<file path="config.mk">
export PLATFORM = sky130hd
export DESIGN_NAME = datagram_link_state_filter_top_flat
export DESIGN_NICKNAME = d
export VERILOG_FILES = /design/src/hw/rtl/dlsf_pkg.sv /design/src/hw/rtl/dlsf_ifs.sv /design/src/hw/rtl/dlsf_front.sv /design/src/hw/rtl/dlsf_queue.sv /design/src/hw/rtl/dlsf_back.sv /design/src/hw/rtl/datagram_link_state_filter_top.sv /design/src/flat_wrapper.sv
export SDC_FILE = /design/constraint.sdc
export NUM_CORES = 1
export LEC_CHECK = 0
export BUFFER_PORTS_ARGS = -buffer_cell sky130_fd_sc_hd__buf_2
export CORE_MARGIN = 4
export CORE_UTILIZATION = 60
export DETAILED_ROUTE_END_ITERATION = 8
export PLACE_DENSITY = 0.91
export SYNTH_ARGS = -nofsm -noshare
export SYNTH_HDL_FRONTEND = slang
export SYNTH_SLANG_ARGS = --single-unit
export TNS_END_PERCENT = 20
</file>
<file path="constraint.sdc">
create_clock -name clk -period 15.5 [get_ports clk]
set_input_delay 0 -clock clk [delete_from_list [all_inputs] [get_ports clk]]
set_output_delay 0 -clock clk [all_outputs]
set_load 0.05 [all_outputs]
</file>
<file path="src/hw/rtl/dlsf_pkg.sv">
// Package for the datagram link-state filter: command, phase and role codes,
// register indexes, reset values and the queue entry type.
// No dependencies.
package dlsf_pkg;

	localparam int QUEUE_DEPTH = 4;

	localparam logic [31:0] PROTOCOL_RESET = 32'd0;
	localparam logic [31:0] TIMEOUT_RESET  = 32'd10000;

	localparam logic [15:0] HEADER_BYTES = 16'd4;
	localparam logic [31:0] SILENCE_MAX  = 32'hFFFF_FFFF;

	typedef enum logic [1:0] {
		MODE_LISTEN  = 2'd0,
		MODE_CONNECT = 2'd1,
		MODE_TICK    = 2'd2,
		MODE_PACKET  = 2'd3
	} mode_t;

	typedef enum logic [2:0] {
		PH_DISCONNECTED = 3'd0,
		PH_LISTENING    = 3'd1,
		PH_CONNECTING   = 3'd2,
		PH_CONNECTED    = 3'd3,
		PH_FAILED       = 3'd4
	} phase_t;

	typedef enum logic [1:0] {
		ROLE_NONE   = 2'd0,
		ROLE_SERVER = 2'd1,
		ROLE_CLIENT = 2'd2
	} role_t;

	typedef enum logic {
		REG_PROTOCOL = 1'b0,
		REG_TIMEOUT  = 1'b1
	} reg_index_t;

	typedef struct packed {
		mode_t       mode;
		logic        header_ok;
		logic [31:0] peer_ip;
		logic [15:0] peer_port;
		logic [15:0] elapsed;
		logic [15:0] payload_length;
	} entry_t;

	typedef struct packed {
		logic        accepted;
		logic [15:0] payload_length;
		logic [2:0]  link_state;
		logic        connect_event;
		logic        disconnect_event;
		logic        send_allowed;
	} result_t;

endpackage

</file>
<file path="src/hw/rtl/dlsf_ifs.sv">
// Request channels of the datagram link-state filter: command in, result out.
// Valid/ready handshake; depends on nothing.
interface dlsf_in_if;
	logic        valid;
	logic        ready;
	logic [1:0]  mode;
	logic [31:0] peer_ip;
	logic [15:0] peer_port;
	logic [15:0] elapsed;
	logic [31:0] header_word;
	logic [15:0] packet_length;

	modport source (output valid, mode, peer_ip, peer_port, elapsed, header_word,
		packet_length, input ready);
	modport sink (input valid, mode, peer_ip, peer_port, elapsed, header_word,
		packet_length, output ready);
endinterface

interface dlsf_out_if;
	logic        valid;
	logic        ready;
	logic        accepted;
	logic [15:0] payload_length;
	logic [2:0]  link_state;
	logic        connect_event;
	logic        disconnect_event;
	logic        send_allowed;

	modport source (output valid, accepted, payload_length, link_state, connect_event,
		disconnect_event, send_allowed, input ready);
	modport sink (input valid, accepted, payload_length, link_state, connect_event,
		disconnect_event, send_allowed, output ready);
endinterface

</file>
<file path="src/hw/rtl/dlsf_front.sv">
// Front end: takes command requests, checks length and protocol word, and
// forms a queue entry. Depends on dlsf_pkg and dlsf_in_if.
module dlsf_front (
	dlsf_in_if.sink         in_ch,
	input  logic [31:0]     protocol_word,
	input  logic            push_ready,
	output logic            push_valid,
	output dlsf_pkg::entry_t push_entry
);

	assign in_ch.ready = push_ready;
	assign push_valid  = in_ch.valid;

	always_comb begin
		push_entry.mode           = dlsf_pkg::mode_t'(in_ch.mode);
		push_entry.header_ok      = (in_ch.packet_length > dlsf_pkg::HEADER_BYTES) &&
			(in_ch.header_word == protocol_word);
		push_entry.peer_ip        = in_ch.peer_ip;
		push_entry.peer_port      = in_ch.peer_port;
		push_entry.elapsed        = in_ch.elapsed;
		push_entry.payload_length = in_ch.packet_length - dlsf_pkg::HEADER_BYTES;
	end

endmodule

</file>
<file path="src/hw/rtl/dlsf_queue.sv">
// Short queue between front and back end of the link-state filter.
// Depends on dlsf_pkg.
module dlsf_queue #(
	parameter int Depth = dlsf_pkg::QUEUE_DEPTH
) (
	input  logic             clk,
	input  logic             arst_n,
	input  logic             push_valid,
	input  dlsf_pkg::entry_t push_entry,
	output logic             push_ready,
	input  logic             pop,
	output logic             pop_valid,
	output dlsf_pkg::entry_t pop_entry
);

	localparam int PtrW = (Depth > 1) ? $clog2(Depth) : 1;
	localparam int CntW = $clog2(Depth + 1);
	localparam logic [PtrW-1:0] LastPtr = PtrW'(Depth - 1);
	localparam logic [CntW-1:0] FullCnt = CntW'(Depth);

	dlsf_pkg::entry_t slots_q [Depth];
	logic [PtrW-1:0]  wr_ptr_q, rd_ptr_q;
	logic [CntW-1:0]  count_q;
	logic             do_push, do_pop;

	assign push_ready = (count_q != FullCnt);
	assign pop_valid  = (count_q != '0);
	assign pop_entry  = slots_q[rd_ptr_q];
	assign do_push    = push_valid && push_ready;
	assign do_pop     = pop && pop_valid;

	always_ff @(posedge clk) begin
		if (do_push) begin
			slots_q[wr_ptr_q] <= push_entry;
		end
	end

	always_ff @(posedge clk or negedge arst_n) begin
		if (!arst_n) begin
			wr_ptr_q <= '0;
			rd_ptr_q <= '0;
			count_q  <= '0;
		end else begin
			if (do_push) begin
				wr_ptr_q <= (wr_ptr_q == LastPtr) ? '0 : wr_ptr_q + 1'b1;
			end
			if (do_pop) begin
				rd_ptr_q <= (rd_ptr_q == LastPtr) ? '0 : rd_ptr_q + 1'b1;
			end
			if (do_push && !do_pop) begin
				count_q <= count_q + 1'b1;
			end else if (do_pop && !do_push) begin
				count_q <= count_q - 1'b1;
			end
		end
	end

endmodule

</file>
<file path="src/hw/rtl/dlsf_back.sv">
// Back end: applies queued commands to the link state and holds the result
// in an output register. Depends on dlsf_pkg and dlsf_out_if.
module dlsf_back (
	input  logic             clk,
	input  logic             arst_n,
	input  logic [31:0]      timeout_limit,
	input  logic             pop_valid,
	input  dlsf_pkg::entry_t pop_entry,
	output logic             pop,
	dlsf_out_if.source       out_ch
);

	dlsf_pkg::phase_t  phase_q, phase_d;
	dlsf_pkg::role_t   role_q, role_d;
	logic [31:0]       peer_ip_q, peer_ip_d;
	logic [15:0]       peer_port_q, peer_port_d;
	logic [31:0]       silence_q, silence_d;
	logic [32:0]       silence_sum;
	logic              out_valid_q;
	dlsf_pkg::result_t res_q, res_d;

	assign pop = pop_valid && (!out_valid_q || out_ch.ready);

	assign silence_sum = {1'b0, silence_q} + {17'd0, pop_entry.elapsed};

	always_comb begin
		phase_d     = phase_q;
		role_d      = role_q;
		peer_ip_d   = peer_ip_q;
		peer_port_d = peer_port_q;
		silence_d   = silence_q;
		res_d       = '0;
		case (pop_entry.mode)
			dlsf_pkg::MODE_LISTEN, dlsf_pkg::MODE_CONNECT: begin
				res_d.disconnect_event = (phase_q == dlsf_pkg::PH_CONNECTED);
				silence_d = '0;
				if (pop_entry.mode == dlsf_pkg::MODE_LISTEN) begin
					role_d      = dlsf_pkg::ROLE_SERVER;
					phase_d     = dlsf_pkg::PH_LISTENING;
					peer_ip_d   = '0;
					peer_port_d = '0;
				end else begin
					role_d      = dlsf_pkg::ROLE_CLIENT;
					phase_d     = dlsf_pkg::PH_CONNECTING;
					peer_ip_d   = pop_entry.peer_ip;
					peer_port_d = pop_entry.peer_port;
				end
			end
			dlsf_pkg::MODE_TICK: begin
				silence_d = silence_sum[32] ? dlsf_pkg::SILENCE_MAX : silence_sum[31:0];
				if (silence_d > timeout_limit) begin
					if (phase_q == dlsf_pkg::PH_CONNECTING ||
						phase_q == dlsf_pkg::PH_CONNECTED) begin
						phase_d = (phase_q == dlsf_pkg::PH_CONNECTING) ?
							dlsf_pkg::PH_FAILED : dlsf_pkg::PH_DISCONNECTED;
						silence_d   = '0;
						peer_ip_d   = '0;
						peer_port_d = '0;
						res_d.disconnect_event = 1'b1;
					end
				end
			end
			dlsf_pkg::MODE_PACKET: begin
				if (pop_entry.header_ok) begin
					if (role_q == dlsf_pkg::ROLE_SERVER &&
						phase_q != dlsf_pkg::PH_CONNECTED) begin
						phase_d     = dlsf_pkg::PH_CONNECTED;
						peer_ip_d   = pop_entry.peer_ip;
						peer_port_d = pop_entry.peer_port;
						res_d.connect_event = 1'b1;
					end
					if (pop_entry.peer_ip == peer_ip_d && pop_entry.peer_port == peer_port_d) begin
						if (role_q == dlsf_pkg::ROLE_CLIENT &&
							phase_q == dlsf_pkg::PH_CONNECTING) begin
							phase_d = dlsf_pkg::PH_CONNECTED;
							res_d.connect_event = 1'b1;
						end
						silence_d            = '0;
						res_d.accepted       = 1'b1;
						res_d.payload_length = pop_entry.payload_length;
					end
				end
			end
			default: begin
			end
		endcase
		res_d.link_state   = phase_d;
		res_d.send_allowed = (peer_ip_d != '0);
	end

	always_ff @(posedge clk or negedge arst_n) begin
		if (!arst_n) begin
			phase_q     <= dlsf_pkg::PH_DISCONNECTED;
			role_q      <= dlsf_pkg::ROLE_NONE;
			peer_ip_q   <= '0;
			peer_port_q <= '0;
			silence_q   <= '0;
			out_valid_q <= 1'b0;
		end else begin
			if (pop) begin
				phase_q     <= phase_d;
				role_q      <= role_d;
				peer_ip_q   <= peer_ip_d;
				peer_port_q <= peer_port_d;
				silence_q   <= silence_d;
				out_valid_q <= 1'b1;
			end else if (out_ch.ready) begin
				out_valid_q <= 1'b0;
			end
		end
	end

	always_ff @(posedge clk) begin
		if (pop) begin
			res_q <= res_d;
		end
	end

	assign out_ch.valid            = out_valid_q;
	assign out_ch.accepted         = res_q.accepted;
	assign out_ch.payload_length   = res_q.payload_length;
	assign out_ch.link_state       = res_q.link_state;
	assign out_ch.connect_event    = res_q.connect_event;
	assign out_ch.disconnect_event = res_q.disconnect_event;
	assign out_ch.send_allowed     = res_q.send_allowed;

endmodule

</file>
<file path="src/hw/rtl/datagram_link_state_filter_top.sv">
// Top level of the datagram link-state filter: APB registers, front end,
// queue and back end. Depends on dlsf_pkg, dlsf_ifs, dlsf_front, dlsf_queue, dlsf_back.
//
// Channel   Dir  Handshake        Payload
// in_ch     in   valid/ready      mode, peer_ip, peer_port, elapsed, header_word,
//                                 packet_length
// out_ch    out  valid/ready      accepted, payload_length, link_state,
//                                 connect_event, disconnect_event, send_allowed
// apb       in   psel/penable     protocol_word at 0x0, timeout_limit at 0x4
//
// One request per cycle sustained while out_ch.ready holds; a result is registered
// after its request is accepted: queue write, then back-end state update into the
// output register.
// The state update in the back end sets the rate.
// Reset clears link state, queue and output valid; registers take their defaults.
// A stalled output fills the queue; in_ch.ready drops only when the queue is full.
module datagram_link_state_filter_top #(
	parameter int QueueDepth = dlsf_pkg::QUEUE_DEPTH
) (
	input  logic        clk,
	input  logic        arst_n,
	input  logic        psel,
	input  logic        penable,
	input  logic        pwrite,
	input  logic [2:0]  paddr,
	input  logic [31:0] pwdata,
	output logic [31:0] prdata,
	output logic        pready,
	dlsf_in_if.sink     in_ch,
	dlsf_out_if.source  out_ch
);

	logic [31:0]         protocol_word_q, timeout_limit_q;
	logic                reg_write;
	dlsf_pkg::reg_index_t reg_sel;
	logic                push_valid, push_ready, pop, pop_valid;
	dlsf_pkg::entry_t    push_entry, pop_entry;

	assign pready    = 1'b1;
	assign reg_sel   = dlsf_pkg::reg_index_t'(paddr[2]);
	assign reg_write = psel && penable && pwrite && pready;

	always_ff @(posedge clk or negedge arst_n) begin
		if (!arst_n) begin
			protocol_word_q <= dlsf_pkg::PROTOCOL_RESET;
			timeout_limit_q <= dlsf_pkg::TIMEOUT_RESET;
		end else if (reg_write) begin
			case (reg_sel)
				dlsf_pkg::REG_PROTOCOL: protocol_word_q <= pwdata;
				dlsf_pkg::REG_TIMEOUT:  timeout_limit_q <= pwdata;
				default: begin
				end
			endcase
		end
	end

	always_comb begin
		case (reg_sel)
			dlsf_pkg::REG_PROTOCOL: prdata = protocol_word_q;
			dlsf_pkg::REG_TIMEOUT:  prdata = timeout_limit_q;
			default:                prdata = '0;
		endcase
	end

	dlsf_front u_front (
		.in_ch         (in_ch),
		.protocol_word (protocol_word_q),
		.push_ready    (push_ready),
		.push_valid    (push_valid),
		.push_entry    (push_entry)
	);

	dlsf_queue #(
		.Depth (QueueDepth)
	) u_queue (
		.clk        (clk),
		.arst_n     (arst_n),
		.push_valid (push_valid),
		.push_entry (push_entry),
		.push_ready (push_ready),
		.pop        (pop),
		.pop_valid  (pop_valid),
		.pop_entry  (pop_entry)
	);

	dlsf_back u_back (
		.clk           (clk),
		.arst_n        (arst_n),
		.timeout_limit (timeout_limit_q),
		.pop_valid     (pop_valid),
		.pop_entry     (pop_entry),
		.pop           (pop),
		.out_ch        (out_ch)
	);

endmodule
</file>
<file path="src/flat_wrapper.sv">
// flat-port wrapper written by rule: the top's interface ports become plain ports
module datagram_link_state_filter_top_flat 
#(
	parameter int QueueDepth = dlsf_pkg::QUEUE_DEPTH
)
  (clk, arst_n, psel, penable, pwrite, paddr, pwdata, prdata, pready, in_ch_valid, in_ch_mode, in_ch_peer_ip, in_ch_peer_port, in_ch_elapsed, in_ch_header_word, in_ch_packet_length, in_ch_ready, out_ch_valid, out_ch_accepted, out_ch_payload_length, out_ch_link_state, out_ch_connect_event, out_ch_disconnect_event, out_ch_send_allowed, out_ch_ready);
  dlsf_in_if in_ch_i ();
  dlsf_out_if out_ch_i ();
  input  logic clk;
  input  logic arst_n;
  input  logic psel;
  input  logic penable;
  input  logic pwrite;
  input  logic [2:0] paddr;
  input  logic [31:0] pwdata;
  output logic [31:0] prdata;
  output logic pready;
  input wire logic [$bits(in_ch_i.valid)-1:0] in_ch_valid;
  input wire logic [$bits(in_ch_i.mode)-1:0] in_ch_mode;
  input wire logic [$bits(in_ch_i.peer_ip)-1:0] in_ch_peer_ip;
  input wire logic [$bits(in_ch_i.peer_port)-1:0] in_ch_peer_port;
  input wire logic [$bits(in_ch_i.elapsed)-1:0] in_ch_elapsed;
  input wire logic [$bits(in_ch_i.header_word)-1:0] in_ch_header_word;
  input wire logic [$bits(in_ch_i.packet_length)-1:0] in_ch_packet_length;
  output wire logic [$bits(in_ch_i.ready)-1:0] in_ch_ready;
  output wire logic [$bits(out_ch_i.valid)-1:0] out_ch_valid;
  output wire logic [$bits(out_ch_i.accepted)-1:0] out_ch_accepted;
  output wire logic [$bits(out_ch_i.payload_length)-1:0] out_ch_payload_length;
  output wire logic [$bits(out_ch_i.link_state)-1:0] out_ch_link_state;
  output wire logic [$bits(out_ch_i.connect_event)-1:0] out_ch_connect_event;
  output wire logic [$bits(out_ch_i.disconnect_event)-1:0] out_ch_disconnect_event;
  output wire logic [$bits(out_ch_i.send_allowed)-1:0] out_ch_send_allowed;
  input wire logic [$bits(out_ch_i.ready)-1:0] out_ch_ready;
  assign in_ch_i.valid = in_ch_valid;
  assign in_ch_i.mode = in_ch_mode;
  assign in_ch_i.peer_ip = in_ch_peer_ip;
  assign in_ch_i.peer_port = in_ch_peer_port;
  assign in_ch_i.elapsed = in_ch_elapsed;
  assign in_ch_i.header_word = in_ch_header_word;
  assign in_ch_i.packet_length = in_ch_packet_length;
  assign in_ch_ready = in_ch_i.ready;
  assign out_ch_valid = out_ch_i.valid;
  assign out_ch_accepted = out_ch_i.accepted;
  assign out_ch_payload_length = out_ch_i.payload_length;
  assign out_ch_link_state = out_ch_i.link_state;
  assign out_ch_connect_event = out_ch_i.connect_event;
  assign out_ch_disconnect_event = out_ch_i.disconnect_event;
  assign out_ch_send_allowed = out_ch_i.send_allowed;
  assign out_ch_i.ready = out_ch_ready;
  datagram_link_state_filter_top #(.QueueDepth(QueueDepth)) u_core (.clk(clk), .arst_n(arst_n), .psel(psel), .penable(penable), .pwrite(pwrite), .paddr(paddr), .pwdata(pwdata), .prdata(prdata), .pready(pready), .in_ch(in_ch_i), .out_ch(out_ch_i));
endmodule
</file>
Word-level counts from Yosys, hierarchy flattened:

Memories as Yosys holds them, arrays and structs flattened.
Cells that the tools add are included.

* output and inout bits: 58
* register bits after elaboration: 180
* memories: 1
* word-level logic and storage cells: 122
* memory bits (writable): 332
* input bits: 156

* reduce and logical (&&, ||, !) cells: 29
* multiplexer cells: 48
* bitwise logic cells: 1
* $lt $le $gt $ge: 2
* eq/ne operators: 18
* $add $sub $neg: 6

Memory list
* u_core.u_queue.slots_q: depth 4, width 83, read ports 1, clocked after memory_dff 0, wr ports 1, RTL line dlsf_queue.sv:21 `dlsf_pkg::entry_t slots_q [Depth];`

Operators with widths (count)
* $mux W32: 12
* $pmux W32 S3: 2
* $mux W16: 7
* $eq A32 B32 Y1: 2
* $pmux W32 S2: 1
* $pmux W16 S3: 1
* $add A32 B16 Y33: 1
* $gt A32 B32 Y1: 1
* $reduce_bool A32 Y1: 1
* $mux W3: 9
* $mux W17: 1
* $eq A16 B16 Y1: 1
* $gt A16 B3 Y1 const B: 1
* $sub A16 B3 Y16 const B: 1
* $logic_and A1 B1 Y1: 11
* $eq A2 B2 Y1 const B: 5
* $mux W1: 9
* $pmux W3 S3: 1
* $mux W2: 4
* $reduce_and A2 Y1: 4
* $eq A3 B2 Y1 const B: 2
* $ne A2 B2 Y1 const B: 3
* $reduce_and A3 Y1: 2
* $add A2 B1 Y2 const B: 2
* 15 further kinds: 20

Logic depth before layout (Yosys ltp):

* word-level depth: 10
* mapped depth: 28
* depth with buffers taken out: 19

By module:

Synthesis repeated with hierarchy kept, for this count alone.

* cells, all modules: 1552
* area, all modules: 23697.7 sq um

By module, submodules not included
* dlsf_queue: cells an instance 471, area each 12455.7 sq um, times used 1, sequential area each 10144.7 sq um
* dlsf_back: cells an instance 755, area each 7169.4 sq um, times used 1, sequential area each 2842.7 sq um
* datagram_link_state_filter_top: cells an instance 174, area each 2917.8 sq um, times used 1, sequential area each 1607.8 sq um
* dlsf_front: cells an instance 152, area each 1154.9 sq um, times used 1, sequential area each 0.0 sq um

Worst setup path after synthesis:

Ideal clock, no wire load.

* path kind: flip-flop to flip-flop
* from: register u_core.u_queue.rd_ptr_q[0]
* to: register u_core.u_back.peer_port_q[4]
* required time: 15.422 ns
* slack: 8.271 ns
* arrival time: 7.151 ns
* library setup time: 0.078 ns
* clock period less this slack: 7.229 ns
* stages on the path, launching flop included: 28
* path through: dfrtp_1 buf_6 buf_2 buf_2 clkbuf_1 buf_2 buf_1 mux4_2 ha_1 a21o_1 a2111oi_0 a221oi_1 a21oi_1 a211oi_2 nand2_1 clkbuf_1 nand2_1 ha_1 a21o_1 a221o_1 a221oi_1 o21ai_0 a21o_1 nand4_1 a31o_2 clkbuf_1 clkbuf_1 o2bb2ai_1

* word-level cells in the longest chain between the ends: 6
* elaborated cells on any way between the ends: 19
* those cells by class: 1 x add/sub; 1 x order compare; 6 x eq/ne; 7 x mux; 3 x reduce/logical; 1 x memory

Ends and longest elaborated chain
* start, declared: RTL line dlsf_queue.sv:22 `logic [PtrW-1:0] wr_ptr_q, rd_ptr_q;`
* start signal, assigned: RTL line dlsf_queue.sv:48 `rd_ptr_q <= (rd_ptr_q == LastPtr) ? '0 : rd_ptr_q + 1'b1;`
* $mem_v2 Z4 W83 *
* $add A32 B16 Y33 or $mux W16 (tied branches): RTL line dlsf_back.sv:24, dlsf_back.sv:65
* $mux W32 or $mux W16 (tied branches): RTL line dlsf_back.sv:50, dlsf_back.sv:64
* $gt A32 B32 Y1 or $mux W16 (tied branches): RTL line dlsf_back.sv:51, dlsf_back.sv:33
* $ne A2 B2 Y1 (no source line) or $mux W16 (tied branches)
* $reduce_and A4 Y1 (no source line) or $pmux W16 S3 (tied branches)
* end signal, assigned: RTL line dlsf_back.sv:104 `peer_port_q <= peer_port_d;`
* end, declared: RTL line dlsf_back.sv:16 `logic [15:0] peer_port_q, peer_port_d;`

Every way passes the cells marked *; elsewhere a longest branch is shown, timed or not. The select of a mux whose other input is x is not followed.
A chain may end at the register's enable or synchronous reset.

Worst setup path in the final report:

* from: register u_core.u_queue.rd_ptr_q[0]
* to: register u_core.u_back.peer_ip_q[26]

* word-level cells in the longest chain between the ends: 6
* elaborated cells on any way between the ends: 16
* those cells by class: 1 x add/sub; 1 x order compare; 3 x eq/ne; 8 x mux; 2 x reduce/logical; 1 x memory

Ends and longest elaborated chain
* $mem_v2 Z4 W83 *
* $add A32 B16 Y33 or $mux W32 (tied branches): RTL line dlsf_back.sv:24, dlsf_back.sv:65
* $mux W32, on equally long branches: RTL line dlsf_back.sv:50, dlsf_back.sv:64
* $gt A32 B32 Y1 or $mux W32 (tied branches): RTL line dlsf_back.sv:51, dlsf_back.sv:33
* $mux W32, on equally long branches: RTL line dlsf_back.sv:51, dlsf_back.sv:64
* $pmux W32 S3 *: RTL line dlsf_back.sv:33 `case (pop_entry.mode)`
* end signal, assigned: RTL line dlsf_back.sv:103 `peer_ip_q <= peer_ip_d;`
* end, declared: RTL line dlsf_back.sv:15 `logic [31:0] peer_ip_q, peer_ip_d;`

Marked as above.

==> flow_summary.yaml <==
detailed_routing:
  drc: 0
  via_count: 15900
  ant_nets: 0
  drt_iter0_markers: 1954
  viasPerCell: 6.34
  wl_per_cell_um: 24.0
  drtPass1Iterations: 7
  wl_mm: 60.2
cts:
  clock_tree.root_cell: "clkbuf_16"
  htreeDepth: 2
  cts_sinks: 512
  clockBufferDepth: 3
  path_clk_slew_ps: 60
  cts_buffers: 50
  clk_latency_ps: 610
  cts_tree: "yes"
yosys:
  avgSynthCellArea_um2: 14.5
  synth_compound_area_share_pct: 8.86
  synth_nets: 1838
  yosysUniqueCellTypes: 87
  synth_top_family_by_area: "multiplexers"
  synth_adder_area_share_pct: 3.14
  synth_edf_count: 355
  synth_cells: 1624
  synth_mux_area_share_pct: 13.3
  synth_ff_type: "edfxtp_1"
  yosysSeqAreaShare_pct: 61.8
  netlist_area_um2: 23600
  synth-xor-area-share_pct: 3.15
  synthSimpleGateAreaFrac_pct: 7.10
  yosys_warnings: 0
  synthArstFlopShare_pct: 30.7
  ys_ff_latch: 512
place:
  place_inst: 2296
  gp_congestion: 0.937
  numPortBuffers: 210
  dpl.hpwl_mm: 37.1
run_status:
  outcome: "completed"
setup_path:
  criticalPathCategory: "reg -> reg"
  path_delay_family: "compound AO/OA/AOI/OAI gates"
  cp_max_fo: 53
  cp.arrival_ps: 8560
  required_ps: 16040
  r2r-end: "u_core.u_back.peer_ip_q[26]$_DFFE_PN0P_"
  cp_num_buf_inv: 1
  max_stage_delay_ps: 950
  slowest_stage: "a31o_2"
  end_kind: "flop"
  crit_top_cell: "a21o_1"
  path_cells: "buf_4, mux4_2, ha_1, fa_1, a21o_1, a21oi_1, o211ai_1, a21oi_1, a211oi_2, nand2_1, nand2_1, ha_1, a21o_1, a221o_1, a221oi_1, o21ai_0, a21o_1, nand4_1, a31o_2, a22o_1"
  r2r_cells: 20
  start_kind: "flop"
  r2r_slack_ps: 7470
  rr_startpoint: "u_core.u_queue.rd_ptr_q[0]$_DFFE_PN0P_"
timing:
  skew_ps: 23.8
  hold_violations: 0
  relSlewSlack_pct: 16.1
  tightest_slew_ps: 1260
  fin_crit_ps: 8030
  maxSlewViolCount: 0
  setup_viol: 0
  rsz0062_at_grt: "no"
  max_freq_ghz: 0.125
  post-route-period-util_pct: 51.8
  finalSetupTns_ps: 0
layout:
  final_cell_mix: "355 x edfxtp_1, 209 x buf_2, 150 x dfrtp_1"
  area_growth_pct: 18.3
  fin_nets: 2162
  n_fill_cell: 2310
  layout-drive-gt1-share_pct: 24.6
  final_cells: 2509
  final_common_cell: "edfxtp_1"
power:
  vdd_drop_max_mv: 0.182
  power_density_nw_per_um2: 187
  p_leak_uw: 0.0109
global_route:
  grt_max_degree: 97
  antenna_found_initial: 4
  grt_pass1_vias: 16600
  grt_overflow: 0
  grt_pass1_wl_mm: 93.0
  grt_usage_pct: 28.2
die:
  io_pins: 214
  dieArea_um2: 42600
  fp-row-count: 72
  fp.dieH_um: 206
  initial_utilization_pct: 60.9
  core_area_um2: 38700
  die_x_um: 206
hold_path:
  hold_class: "in -> async"
flow_run:
  maxCapViolations: 0
-- final cells by class --
class	count	area (um2)	share of cell area (%)
Clock inverter	30	373	1.34
Sequential cell	512	14600	52.3
Timing Repair Buffer	340	2330	8.34
Antenna cell	2	5.00	0.0179
Clock buffer	63	1310	4.69
Tap cell	518	648	2.32
Multi-Input combinational cell	980	8410	30.1
Inverter	64	240	0.860
-- report_power, final --
part           switching (uW)  leakage, uW  internal, uW
sequential                231      0.00525          1800
clock                     531     0.000818           723
combinational            1180      0.00485           762
total                    1940       0.0109          3290
-- registers in the layout (all words and copies together), names as in the netlist, 2 cells and up --
| signal | flops |
|---|---|
| u_core.u_back.peer_port_q | 16 |
| u_core.u_queue.rd_ptr_q | 2 |
| u_core.protocol_word_q | 32 |
| u_core.u_back.silence_q | 32 |
| u_core.u_back.phase_q | 3 |
| u_core.u_back.out_ch.link_state | 3 |
| u_core.timeout_limit_q | 32 |
| u_core.u_back.role_q | 2 |
| u_core.u_back.out_ch.payload_length | 16 |
| u_core.u_queue.slots_q | 332 |
| u_core.u_queue.wr_ptr_q | 2 |
| u_core.u_queue.count_q | 3 |
| u_core.u_back.peer_ip_q | 32 |
-- cell usage after synthesis (10+ instances only) --
| master | instances | area (um2) |
|---|---|---|
| a21oi_1 | 55 | 275 |
| and3_1 | 13 | 81.3 |
| nand4_1 | 23 | 144 |
| mux2i_1 | 66 | 661 |
| and2_1 | 11 | 68.8 |
| dfrtp_1 | 152 | 3800 |
| nand2_1 | 109 | 409 |
| o211ai_1 | 10 | 75.1 |
| xnor2_1 | 68 | 596 |
| a21o_1 | 14 | 105 |
| buf_6 | 11 | 124 |
| nor2_1 | 47 | 176 |
| edfxtp_1 | 355 | 10700 |
| o22ai_1 | 11 | 68.8 |
| o21ai_0 | 36 | 180 |
| inv_1 | 62 | 233 |
| a22o_1 | 47 | 412 |
| nor2b_1 | 23 | 144 |
| o2bb2ai_1 | 24 | 210 |
| mux2_2 | 109 | 1230 |
| nor4_1 | 17 | 106 |
| nor3_1 | 15 | 75.1 |
| nand3_1 | 15 | 75.1 |
| ha_1 | 56 | 701 |
| clkbuf_1 | 41 | 154 |
| xor2_1 | 17 | 149 |
| mux4_2 | 53 | 1190 |
-- worst max path at each step --
stage	from	end	slack [ps]	depth (start not counted)
6_report	u_core.u_queue.rd_ptr_q[0]$_DFFE_PN0P_	u_core.u_back.peer_ip_q[26]$_DFFE_PN0P_	7470	20
5_1_grt	u_core.u_queue.rd_ptr_q[0]$_DFFE_PN0P_	u_core.u_back.peer_ip_q[26]$_DFFE_PN0P_	6960	20
4_1_cts	u_core.u_queue.rd_ptr_q[0]$_DFFE_PN0P_	u_core.u_back.peer_ip_q[26]$_DFFE_PN0P_	7560	20
3_5_place_dp	u_core.u_queue.rd_ptr_q[0]$_DFFE_PN0P_	u_core.u_back.peer_ip_q[5]$_DFFE_PN0P_	7610	20
3_3_place_gp	u_core.u_queue.rd_ptr_q[0]$_DFFE_PN0P_	u_core.u_back.peer_port_q[0]$_DFFE_PN0P_	7790	20
2_1_floorplan	u_core.u_queue.rd_ptr_q[0]$_DFFE_PN0P_	u_core.u_back.peer_port_q[4]$_DFFE_PN0P_	8270	27
-- cell families (layout without fill, tap and decap cells) --
group	after synthesis	after routing
adders and majority gates	58	58
muxes	232	232
DFF	512	512
AOI/OAI and AO/OA	284	284
and+or+nand+nor	320	320
other	1	3
buffers and inverters	132	497
xor gates and xnor gates	85	85
-- per-stage QoR --
step	util, %	area [um2]	total power (uW)	hold WS (ps)	worst slack, ps
final	72.1	27900	5230	63.0	7470
after global routing	72.1	27900	5470	109	6960
after CTS	72.1	27900	5190	68.5	7560
after detailed placement	64.7	25100	3900	150	7610
after global placement	64.7	25100	3810	141	7790
after floorplan	-	23600	3420	-296	8270
-- per-layer routing --
| layer | part of all wire [%] | routed length [um] | GRT usage, % | vias up |
|---|---|---|---|---|
| met5 | 0.066 | 40 | 0 | - |
| met4 | 3.6 | 2140 | 10.5 | 6 |
| met3 | 8.3 | 5000 | 5.29 | 173 |
| met2 | 51 | 30400 | 48.7 | 910 |
| met1 | 38 | 22600 | 35.7 | 7920 |
| li1 | - | - | - | 6910 |
-- timing repair --
action	in CTS	in global routing
hold endpoints to repair	490	0
hold buffers	118	0
gates resized for setup	0	0
buffers inserted	0	0
Note: power is estimated with default switching activity, not from simulation.
